File: src/design/rcpc_pkg.sv
`timescale 1ns / 1ps

package rcpc_pkg;

  localparam int MaxInBits = 512;

  localparam int ModeW = 3;
  localparam int PhaseW = 5;
  localparam int GroupW = 9;
  localparam int SkipW = 7;
  localparam int PosW = 11;
  localparam int ProdW = 14;
  localparam int DataW = 32;
  localparam int AddrW = 2;

  localparam logic [ModeW-1:0] MODE_2_3 = 3'd0;
  localparam logic [ModeW-1:0] MODE_1_3 = 3'd1;
  localparam logic [ModeW-1:0] MODE_292 = 3'd2;
  localparam logic [ModeW-1:0] MODE_148 = 3'd3;
  localparam logic [ModeW-1:0] MODE_112 = 3'd4;
  localparam logic [ModeW-1:0] MODE_72 = 3'd5;
  localparam logic [ModeW-1:0] MODE_38 = 3'd6;

  localparam logic [SkipW-1:0] SKIP_292 = 7'd65;
  localparam logic [SkipW-1:0] SKIP_148 = 7'd35;

  typedef enum logic [2:0] {
    TAB_2_3,
    TAB_1_3,
    TAB_8_12,
    TAB_8_18,
    TAB_8_17
  } tab_sel_t;

  typedef struct packed {
    tab_sel_t tab;
    logic [PhaseW-1:0] t;
    logic [PhaseW-1:0] period;
    logic [SkipW-1:0] skip;
  } scheme_t;

  function automatic scheme_t scheme_of(input logic [ModeW-1:0] mode);
    scheme_t sc;
    unique case (mode)
      MODE_1_3: sc = '{TAB_1_3, 5'd6, 5'd8, 7'd0};
      MODE_292: sc = '{TAB_2_3, 5'd3, 5'd8, SKIP_292};
      MODE_148: sc = '{TAB_1_3, 5'd6, 5'd8, SKIP_148};
      MODE_112: sc = '{TAB_8_12, 5'd3, 5'd6, 7'd0};
      MODE_72: sc = '{TAB_8_18, 5'd9, 5'd12, 7'd0};
      MODE_38: sc = '{TAB_8_17, 5'd17, 5'd24, 7'd0};
      default: sc = '{TAB_2_3, 5'd3, 5'd8, 7'd0};
    endcase
    return sc;
  endfunction

  // entry s+1 of the scheme's pattern table
  function automatic logic [PhaseW-1:0] slot_offset(input tab_sel_t tab,
                                                    input logic [PhaseW-1:0] s);
    logic [PhaseW-1:0] off;
    off = 5'd1;
    unique case (tab)
      TAB_2_3: begin
        unique case (s)
          5'd0: off = 5'd1;
          5'd1: off = 5'd2;
          default: off = 5'd5;
        endcase
      end
      TAB_1_3: begin
        unique case (s)
          5'd0: off = 5'd1;
          5'd1: off = 5'd2;
          5'd2: off = 5'd3;
          5'd3: off = 5'd5;
          5'd4: off = 5'd6;
          default: off = 5'd7;
        endcase
      end
      TAB_8_12: begin
        unique case (s)
          5'd0: off = 5'd1;
          5'd1: off = 5'd2;
          default: off = 5'd4;
        endcase
      end
      TAB_8_18: begin
        unique case (s)
          5'd0: off = 5'd1;
          5'd1: off = 5'd2;
          5'd2: off = 5'd3;
          5'd3: off = 5'd4;
          5'd4: off = 5'd5;
          5'd5: off = 5'd7;
          5'd6: off = 5'd8;
          5'd7: off = 5'd10;
          default: off = 5'd11;
        endcase
      end
      TAB_8_17: begin
        if (s < 5'd5) begin
          off = s + 5'd1;
        end else if (s[0]) begin
          off = 5'((6'(s) * 6'd3 - 6'd1) >> 1);
        end else begin
          off = 5'((6'(s) * 6'd3 - 6'd2) >> 1);
        end
      end
      default: off = 5'd1;
    endcase
    return off;
  endfunction

endpackage

File: src/design/rcpc_depuncture_mapper.sv
`timescale 1ns / 1ps

// RCPC depuncture mapper: takes one received hard bit per word and returns the
// zero-based mother-code slot where it belongs plus a soft value (-1 for 0,
// +1 for 1). puncture_mode (paddr is not decoded) picks the scheme: 0=2/3, 1=1/3,
// 2=292/432, 3=148/432, 4=112/168, 5=72/162, 6=38/80, 7 acts as 2/3. Set
// block_start on the first bit of each block to restart the phase counters.
// One word is accepted per clock; each result appears in the cycle after its
// word is accepted, from a single output register that keeps taking words
// as long as that register is empty or being drained. Write the mode only
// while idle; the receiver clears its mother-code buffer to erasures itself.
module rcpc_depuncture_mapper
  import rcpc_pkg::*;
#(
  parameter int MAX_IN_BITS = MaxInBits
) (
  input  logic               clk,
  input  logic               rst,
  input  logic               in_valid,
  output logic               in_stall,
  input  logic               coded_bit,
  input  logic               block_start,
  output logic               out_valid,
  input  logic               out_stall,
  output logic [PosW-1:0]    out_position,
  output logic signed [1:0]  soft_value,
  input  logic               psel,
  input  logic               penable,
  input  logic               pwrite,
  input  logic [AddrW-1:0]   paddr,
  input  logic [DataW-1:0]   pwdata,
  output logic [DataW-1:0]   prdata,
  output logic               pready
);

  localparam int IdxW = $clog2(MAX_IN_BITS + 1);

  logic [ModeW-1:0] puncture_mode;
  logic [IdxW-1:0] item_index;
  logic [PhaseW-1:0] slot_phase;
  logic [GroupW-1:0] group_count;
  logic [SkipW-1:0] skip_phase;

  logic [IdxW-1:0] item_index_next;
  logic [PhaseW-1:0] slot_phase_next;
  logic [GroupW-1:0] group_count_next;
  logic [SkipW-1:0] skip_phase_next;

  scheme_t sc;
  logic accept;
  logic [PhaseW-1:0] s_in;
  logic [PhaseW-1:0] s_eff;
  logic [GroupW-1:0] g_in;
  logic [SkipW-1:0] sp_in;
  logic [SkipW-1:0] sp_eff;
  logic [IdxW-1:0] idx_in;
  logic wrap;
  logic [PhaseW:0] s_sum;
  logic [ProdW-1:0] pos_full;

  assign pready = 1'b1;
  assign prdata = DataW'(puncture_mode);
  assign in_stall = out_valid && out_stall;
  assign accept = in_valid && !in_stall;

  always_comb begin
    sc = scheme_of(puncture_mode);
    s_in = block_start ? '0 : slot_phase;
    g_in = block_start ? '0 : group_count;
    sp_in = block_start ? '0 : skip_phase;
    idx_in = block_start ? '0 : item_index;

    s_eff = (s_in >= sc.t) ? '0 : s_in;
    pos_full = ProdW'(sc.period) * ProdW'(g_in)
             + ProdW'(slot_offset(sc.tab, s_eff)) - ProdW'(1);

    sp_eff = (sp_in >= sc.skip) ? '0 : sp_in;
    wrap = (sc.skip != '0) && (sp_eff == sc.skip - SkipW'(1));
    if (sc.skip == '0) begin
      skip_phase_next = sp_in;
    end else if (wrap) begin
      skip_phase_next = '0;
    end else begin
      skip_phase_next = sp_eff + SkipW'(1);
    end

    s_sum = {1'b0, s_eff} + (wrap ? (PhaseW+1)'(2) : (PhaseW+1)'(1));
    if (s_sum >= {1'b0, sc.t}) begin
      slot_phase_next = PhaseW'(s_sum - {1'b0, sc.t});
      group_count_next = g_in + GroupW'(1);
    end else begin
      slot_phase_next = PhaseW'(s_sum);
      group_count_next = g_in;
    end

    item_index_next = (idx_in < IdxW'(MAX_IN_BITS)) ? idx_in + IdxW'(1) : idx_in;
  end

  always_ff @(posedge clk) begin
    if (rst) begin
      puncture_mode <= MODE_2_3;
    end else if (psel && penable && pwrite) begin
      puncture_mode <= pwdata[ModeW-1:0];
    end
  end

  always_ff @(posedge clk) begin
    if (rst) begin
      item_index <= '0;
      slot_phase <= '0;
      group_count <= '0;
      skip_phase <= '0;
      out_valid <= 1'b0;
    end else begin
      if (accept) begin
        item_index <= item_index_next;
        slot_phase <= slot_phase_next;
        group_count <= group_count_next;
        skip_phase <= skip_phase_next;
        out_valid <= 1'b1;
      end else if (!out_stall) begin
        out_valid <= 1'b0;
      end
    end
  end

  always_ff @(posedge clk) begin
    if (accept) begin
      out_position <= pos_full[PosW-1:0];
      soft_value <= coded_bit ? 2'sb01 : 2'sb11;
    end
  end

endmodule
File: config.mk
export PLATFORM = sky130hd
export DESIGN_NAME = rcpc_depuncture_mapper
export DESIGN_NICKNAME = d
export VERILOG_FILES = /design/src/design/rcpc_pkg.sv /design/src/design/rcpc_depuncture_mapper.sv
export SDC_FILE = /design/constraint.sdc
export NUM_CORES = 1
export LEC_CHECK = 0
export BUFFER_PORTS_ARGS = -buffer_cell sky130_fd_sc_hd__buf_2
export CORE_MARGIN = 4
export CORE_UTILIZATION = 55
export CTS_BUF_LIST = sky130_fd_sc_hd__clkbuf_4 sky130_fd_sc_hd__clkbuf_8 sky130_fd_sc_hd__clkbuf_16
export DETAILED_ROUTE_END_ITERATION = 8
export PLACE_DENSITY_LB_ADDON = 0.08
export SETUP_SLACK_MARGIN = 0.5
export SLEW_MARGIN = 10
export SYNTH_ARGS = -nofsm -noshare
export SYNTH_HDL_FRONTEND = slang
export SYNTH_SLANG_ARGS = --single-unit
File: constraint.sdc
create_clock -name clk -period 8.75 [get_ports clk]
set_input_delay 0 -clock clk [delete_from_list [all_inputs] [get_ports clk]]
set_output_delay 0 -clock clk [all_outputs]
set_load 0.02 [all_outputs]
* Word level (Yosys, flattened, before mapping)
Memories as Yosys holds them, arrays and structs flattened. Cells that the tools add are included.
Storage, ports and cells: output and inout port bits 48, memories 1, register bits after elaboration 38, logic and storage cells 72, input port bits 43, memory bits (read-only) 32
Operators by class: $lt $le $gt $ge 4, add/sub/neg operators 10, multiply operators 2, eq/ne operators 16, muxes and demuxes 21, reduce and logical (&&, ||, !) cells 11
Memory list:
- (name not given) | words 8, bits a word 4, read ports 1, clocked after memory_dff 0, wr ports 0, RTL line rcpc_pkg.sv:87 | unique case (s)
Operators with widths (number):
- 20-bit one-hot mux with 6 select lines | 1
- 5-bit two-way mux | 6
- 7-bit two-way mux | 4
- 5-bit one-hot mux with 5 select lines | 1
- 9-bit two-way mux | 2
- 3-bit one-hot mux with 5 select lines | 1
- 3-bit by 2-bit equality test with 1-bit output, second input constant | 4
- 3-bit equality test, second input constant | 4
- 3-bit one-hot mux with 2 select lines | 2
- 11-bit by 5-bit adder with 11-bit output | 1
- 5-bit by 9-bit multiplier with 11-bit output | 1
- 11-bit by 1-bit subtractor with 11-bit output, second input constant | 1
- 5-bit by 2-bit equality test with 1-bit output, second input constant | 2
- 9-bit by 1-bit adder with 9-bit output, second input constant | 1
- 7-bit by 1-bit adder with 7-bit output, second input constant | 1
- 7-bit equality test | 1
- 7-bit >= comparator | 1
- 7-bit zero test | 1
- 7-bit nonzero test | 1
- 7-bit by 1-bit subtractor with 7-bit output, second input constant | 1
- 5-bit by 2-bit adder with 6-bit output | 1
- 3-bit by 1-bit equality test with 1-bit output, second input constant | 2
- 6-bit by 5-bit >= comparator with 1-bit output | 1
- 5-bit by 2-bit multiplier with 6-bit output, second input constant | 1
- other kinds (16) | 22

* Logic depth before layout (Yosys ltp)
depth after elaboration 11, gate-level depth with buffers 29, mapped depth without buffers 29

* Least setup slack after synthesis
No wires, ideal clock.
kind reg2reg, start point reg puncture_mode[2], end point reg out_position[10], data pin, cell stages (with the launch flop) 28, path buffers 1, clock period less this slack 6.286 ns, setup slack 2.464 ns, arrival time 6.027 ns, required time 8.490 ns, cell sequence dfxtp_1 > clkbuf_1 > nor2b_1 > nand2_1 > ha_1 > or2_1 > o311a_1 > a21oi_2 > nand2_1 > inv_1 > ha_1 > inv_1 > fa_1 > xnor2_1 > nand3_1 > a211o_1 > and3_1 > o21a_1 > o21ai_1 > nor3b_2 > fa_1 > ha_1 > nor2b_1 > nor2_1 > nor2_1 > o41ai_1 > o21ai_0 > xnor2_1
On the way: cells in the longest elaborated chain, start to end 11, elaborated cells on any way between the ends 36, classes of those cells add/sub (5); mul (2); order compare (2); eq/ne (14); mux (9); reduce/logical (3); memory (1)
RTL lines:
- from (decl) | RTL line rcpc_depuncture_mapper.sv:38 | logic [ModeW-1:0] puncture_mode;
- from (signal assigned) | RTL line rcpc_depuncture_mapper.sv:103 | puncture_mode <= pwdata[ModeW-1:0];
- 3-bit equality test, or another cell as far along | RTL line rcpc_pkg.sv:44 | unique case (mode)
- 20-bit one-hot mux with 6 select lines * | RTL line rcpc_pkg.sv:44
- 5-bit >= comparator | RTL line rcpc_depuncture_mapper.sv:73 | s_eff = (s_in >= sc.t) ? '0 : s_in;
- 5-bit two-way mux | RTL line rcpc_depuncture_mapper.sv:73
- 5-bit by 2-bit multiplier with 6-bit output | RTL line rcpc_pkg.sv:103, rcpc_pkg.sv:105
- 6-bit by 2-bit subtractor with 6-bit output / 6-bit by 1-bit subtractor with 6-bit output (equally long branches) | RTL line rcpc_pkg.sv:105, rcpc_pkg.sv:103
- 5-bit two-way mux | RTL line rcpc_pkg.sv:102 | end else if (s[0]) begin
- 5-bit two-way mux | RTL line rcpc_pkg.sv:100 | if (s < 5'd5) begin
- 5-bit one-hot mux with 5 select lines | RTL line rcpc_pkg.sv:61 | unique case (tab)
- 11-bit by 5-bit adder with 11-bit output * | RTL line rcpc_depuncture_mapper.sv:75 | + ProdW'(slot_offset(sc.tab, s_eff)) - ProdW'(1);
- 11-bit by 1-bit subtractor with 11-bit output * | RTL line rcpc_depuncture_mapper.sv:75
- net pos_full[10] | RTL line rcpc_depuncture_mapper.sv:59 | logic [ProdW-1:0] pos_full;
- to (signal assigned) | RTL line rcpc_depuncture_mapper.sv:129 | out_position <= pos_full[PosW-1:0];
- to (decl) | RTL line rcpc_depuncture_mapper.sv:25 | output logic [PosW-1:0] out_position,
The timed path passes the listed nets; every way through them passes the cells marked *. A chain may end at the register's enable or synchronous reset.

* Final worst setup path
start point reg puncture_mode[0], end point reg out_position[10], data pin
Same word-level chain as after synthesis.

==> impl_metrics.json <==
{
  "required_ps": 8800,
  "viasPerCell": 5.495,
  "async_reset_ff_share_pct": 0,
  "n_antenna_cell": 0,
  "synth_warnings": 0,
  "busiest_layer": "met2",
  "dp_slack_ps": 1354,
  "cts_tree": "done",
  "fin_nets": 740,
  "cts_sinks": 37,
  "rsz0062_at_grt": "no",
  "mostFrequentLayoutCell": "ha_1",
  "synth_area_leaders": "ha_1 (16%), dfxtp_1 (10%), fa_1 (7.8%)",
  "initial_core_util_pct": 56.27,
  "die_x_um": 102.2,
  "crit_path_max_incr_delay_ps": 740,
  "status": "finished clean",
  "drv_slew": 0,
  "setup_ws_ps": 1200,
  "period_minus_slack_ps": 7550,
  "p_total_mw": 0.7428,
  "use_met3_pct": 3.003,
  "synth-seq-cells": 37,
  "placed_cell_area_um2": 4945,
  "finClkSkew_ps": 6.960,
  "die-height_um": 102.2,
  "max_freq_ghz": 0.1325,
  "drc": 0,
  "synth_edf_count": 12,
  "dp_hpwl_um": 7978,
  "powerDensity_nw_per_um2": 146.2,
  "first_pass_iters": 5,
  "synth_top_cell_by_area": "ha_1",
  "end_kind": "register",
  "ys_seq_area_share_pct": 17.63,
  "hold_class": "primary input to register",
  "grt_max_degree": 40,
  "grt_pass1_vias": 3652,
  "crit_path_top_delay_cell": "dfxtp_1",
  "overflow": 0,
  "grt_pass1_wl_um": 16930,
  "irDropWorstVdd_v": 0.00008882,
  "clock_latency_ps": 290,
  "wire_per_inst_um": 14.10,
  "port_buffers": 28,
  "cts_buffers": 5,
  "io_pins": 91,
  "p_leak_nw": 2.252,
  "wl_um": 10200,
  "met2_usage_pct": 32.98,
  "gp_congestion": 0.8888,
  "finish.utilization_pct": 58.55,
  "rows": 34,
  "clk_pin_slew_ps": 80,
  "rrSetupSlack_ps": 1200,
  "first_iter_violations": 145,
  "clock-root-buffer": "clkbuf_8",
  "max_cap_violations": 0,
  "dieArea_um2": 10450,
  "worstPathMaxFanout": 15,
  "netlist_area_um2": 4883,
  "cts.path.max_buffers": 2,
  "ant_nets": 0,
  "crit_type": "register to register",
  "design_area_um2": 5081,
  "avgSynthCellArea_um2": 8.194,
  "cp-start-kind": "register",
  "worst_pin_slew_ps": 896.6,
  "synth-main-ff-cell": "dfxtp_1",
  "arrival_ps": 7600,
  "nFillCells": 810,
  "grt_usage_pct": 20.10,
  "ys_types": 71,
  "syn_inst": 596,
  "num_vias": 3973,
  "hold_viol": 0,
  "crit_top_cell": "inv_1",
  "grt_antenna_before_repair": 0,
  "core-area_um2": 8678,
  "tns_ps": 0,
  "mostFrequentLayoutCells": "ha_1 (64), nor2_1 (58), nand2_1 (56), inv_1 (56)",
  "setup_violations": 0,
  "yosys.area.top_type_share_pct": 16.40,
  "met1_usage_pct": 28.11,
  "drive_above_1_share_pct": 9.593,
  "h-tree-depth": 2,
  "syn2layout_area_growth_pct": 4.048,
  "fin_crit_sh_pct": 86.29,
  "relSlewSlack_pct": 40.16
}
==> final timing paths <==
| path | start | end | cells past startpoint |
|---|---|---|---|
| setup / recovery | puncture_mode[0] | out_position[10] | 27 |
| hold / removal | out_stall | out_valid | 5 |
| setup reg to reg | puncture_mode[0] | out_position[10] | 27 |
| hold reg to reg | slot_phase[0] | slot_phase[0] | 2 |
==> timing repair <==
action,in CTS,in global routing
hold endpoints to repair,5,0
resized for setup,0,0
setup endpoints to repair,0,0
hold buffers,5,0
setup buffers,0,0
==> synthesized netlist by cell type, drive strengths merged (4+ instances only) <==
cell     instances
clkbuf          15
nand2           56
nor3            18
buf             36
a21boi           5
and3             4
xor2             6
edfxtp          12
a21o             5
and2             5
a21oi           31
inv             58
a211o            4
a2111oi          4
nand4            4
dfxtp           25
xnor2           31
nand2b          18
a31oi            4
nor2            58
fa              19
a22oi            4
o21ai           24
ha              64
o211ai           5
nand3           14
nor2b           19
a211oi           6
==> cell type report <==
type,count,area [µm²],share of cell area [%]
Clock buffer,6,76.32,1.502
Timing Repair Buffer,33,190.2,3.743
Sequential cell,37,860.8,16.94
Tap cell,108,135.1,2.659
Multi-Input combinational cell,479,3591,70.67
Clock inverter,2,10.01,0.1970
Inverter,58,217.7,4.285
==> flip-flops by register name, summed over array words and instances (netlist names) <==
register,count
slot_phase,5
out_valid,1
skip_phase,7
out_position,11
soft_value,1
group_count,9
puncture_mode,3
==> critical path, delay by kind of cell (launching register included) <==
family	cells	cell delay, ps
buf+inv	4	740
compound gates	7	1940
simple gates	9	1580
fa+ha+maj	5	1780
flops	1	740
xor+xnor	2	520
==> where the power goes <==
group	switching, mW	total [mW]	internal, mW
clock	0.0605	0.119	0.0583
combinational	0.235	0.392	0.156
sequential	0.0135	0.232	0.219
total	0.310	0.743	0.433
==> cells by family (layout without fill, tap and decap cells) <==
kind of cell	count (synthesis)	count (layout)	synth area share, %
and+or+nand+nor	207	207	21.34
buffers and inverters	109	99	11.07
AOI/OAI and AO/OA	118	118	18.37
other	2	31	0.1538
muxes	3	3	0.6149
DFF	37	37	17.63
adders and majority gates	83	83	24.19
xor gates and xnor gates	37	37	6.636
==> metal layers <==
| metal | up-vias | wire, µm |
|---|---|---|
| met5 | - | 0 |
| met4 | 0 | 62 |
| met3 | 5 | 562 |
| met2 | 111 | 4585 |
| met1 | 1836 | 4987 |
| li1 | 2021 | - |
==> through the flow <==
stage               cells  hold slack (ps)
floorplan             625            120.7
global placement      710            226.1
detailed placement    710            232.2
CTS                   723            47.78
global route          723            101.1
finish                723            60.46
No activity file was read; power rests on OpenSTA's default activity.
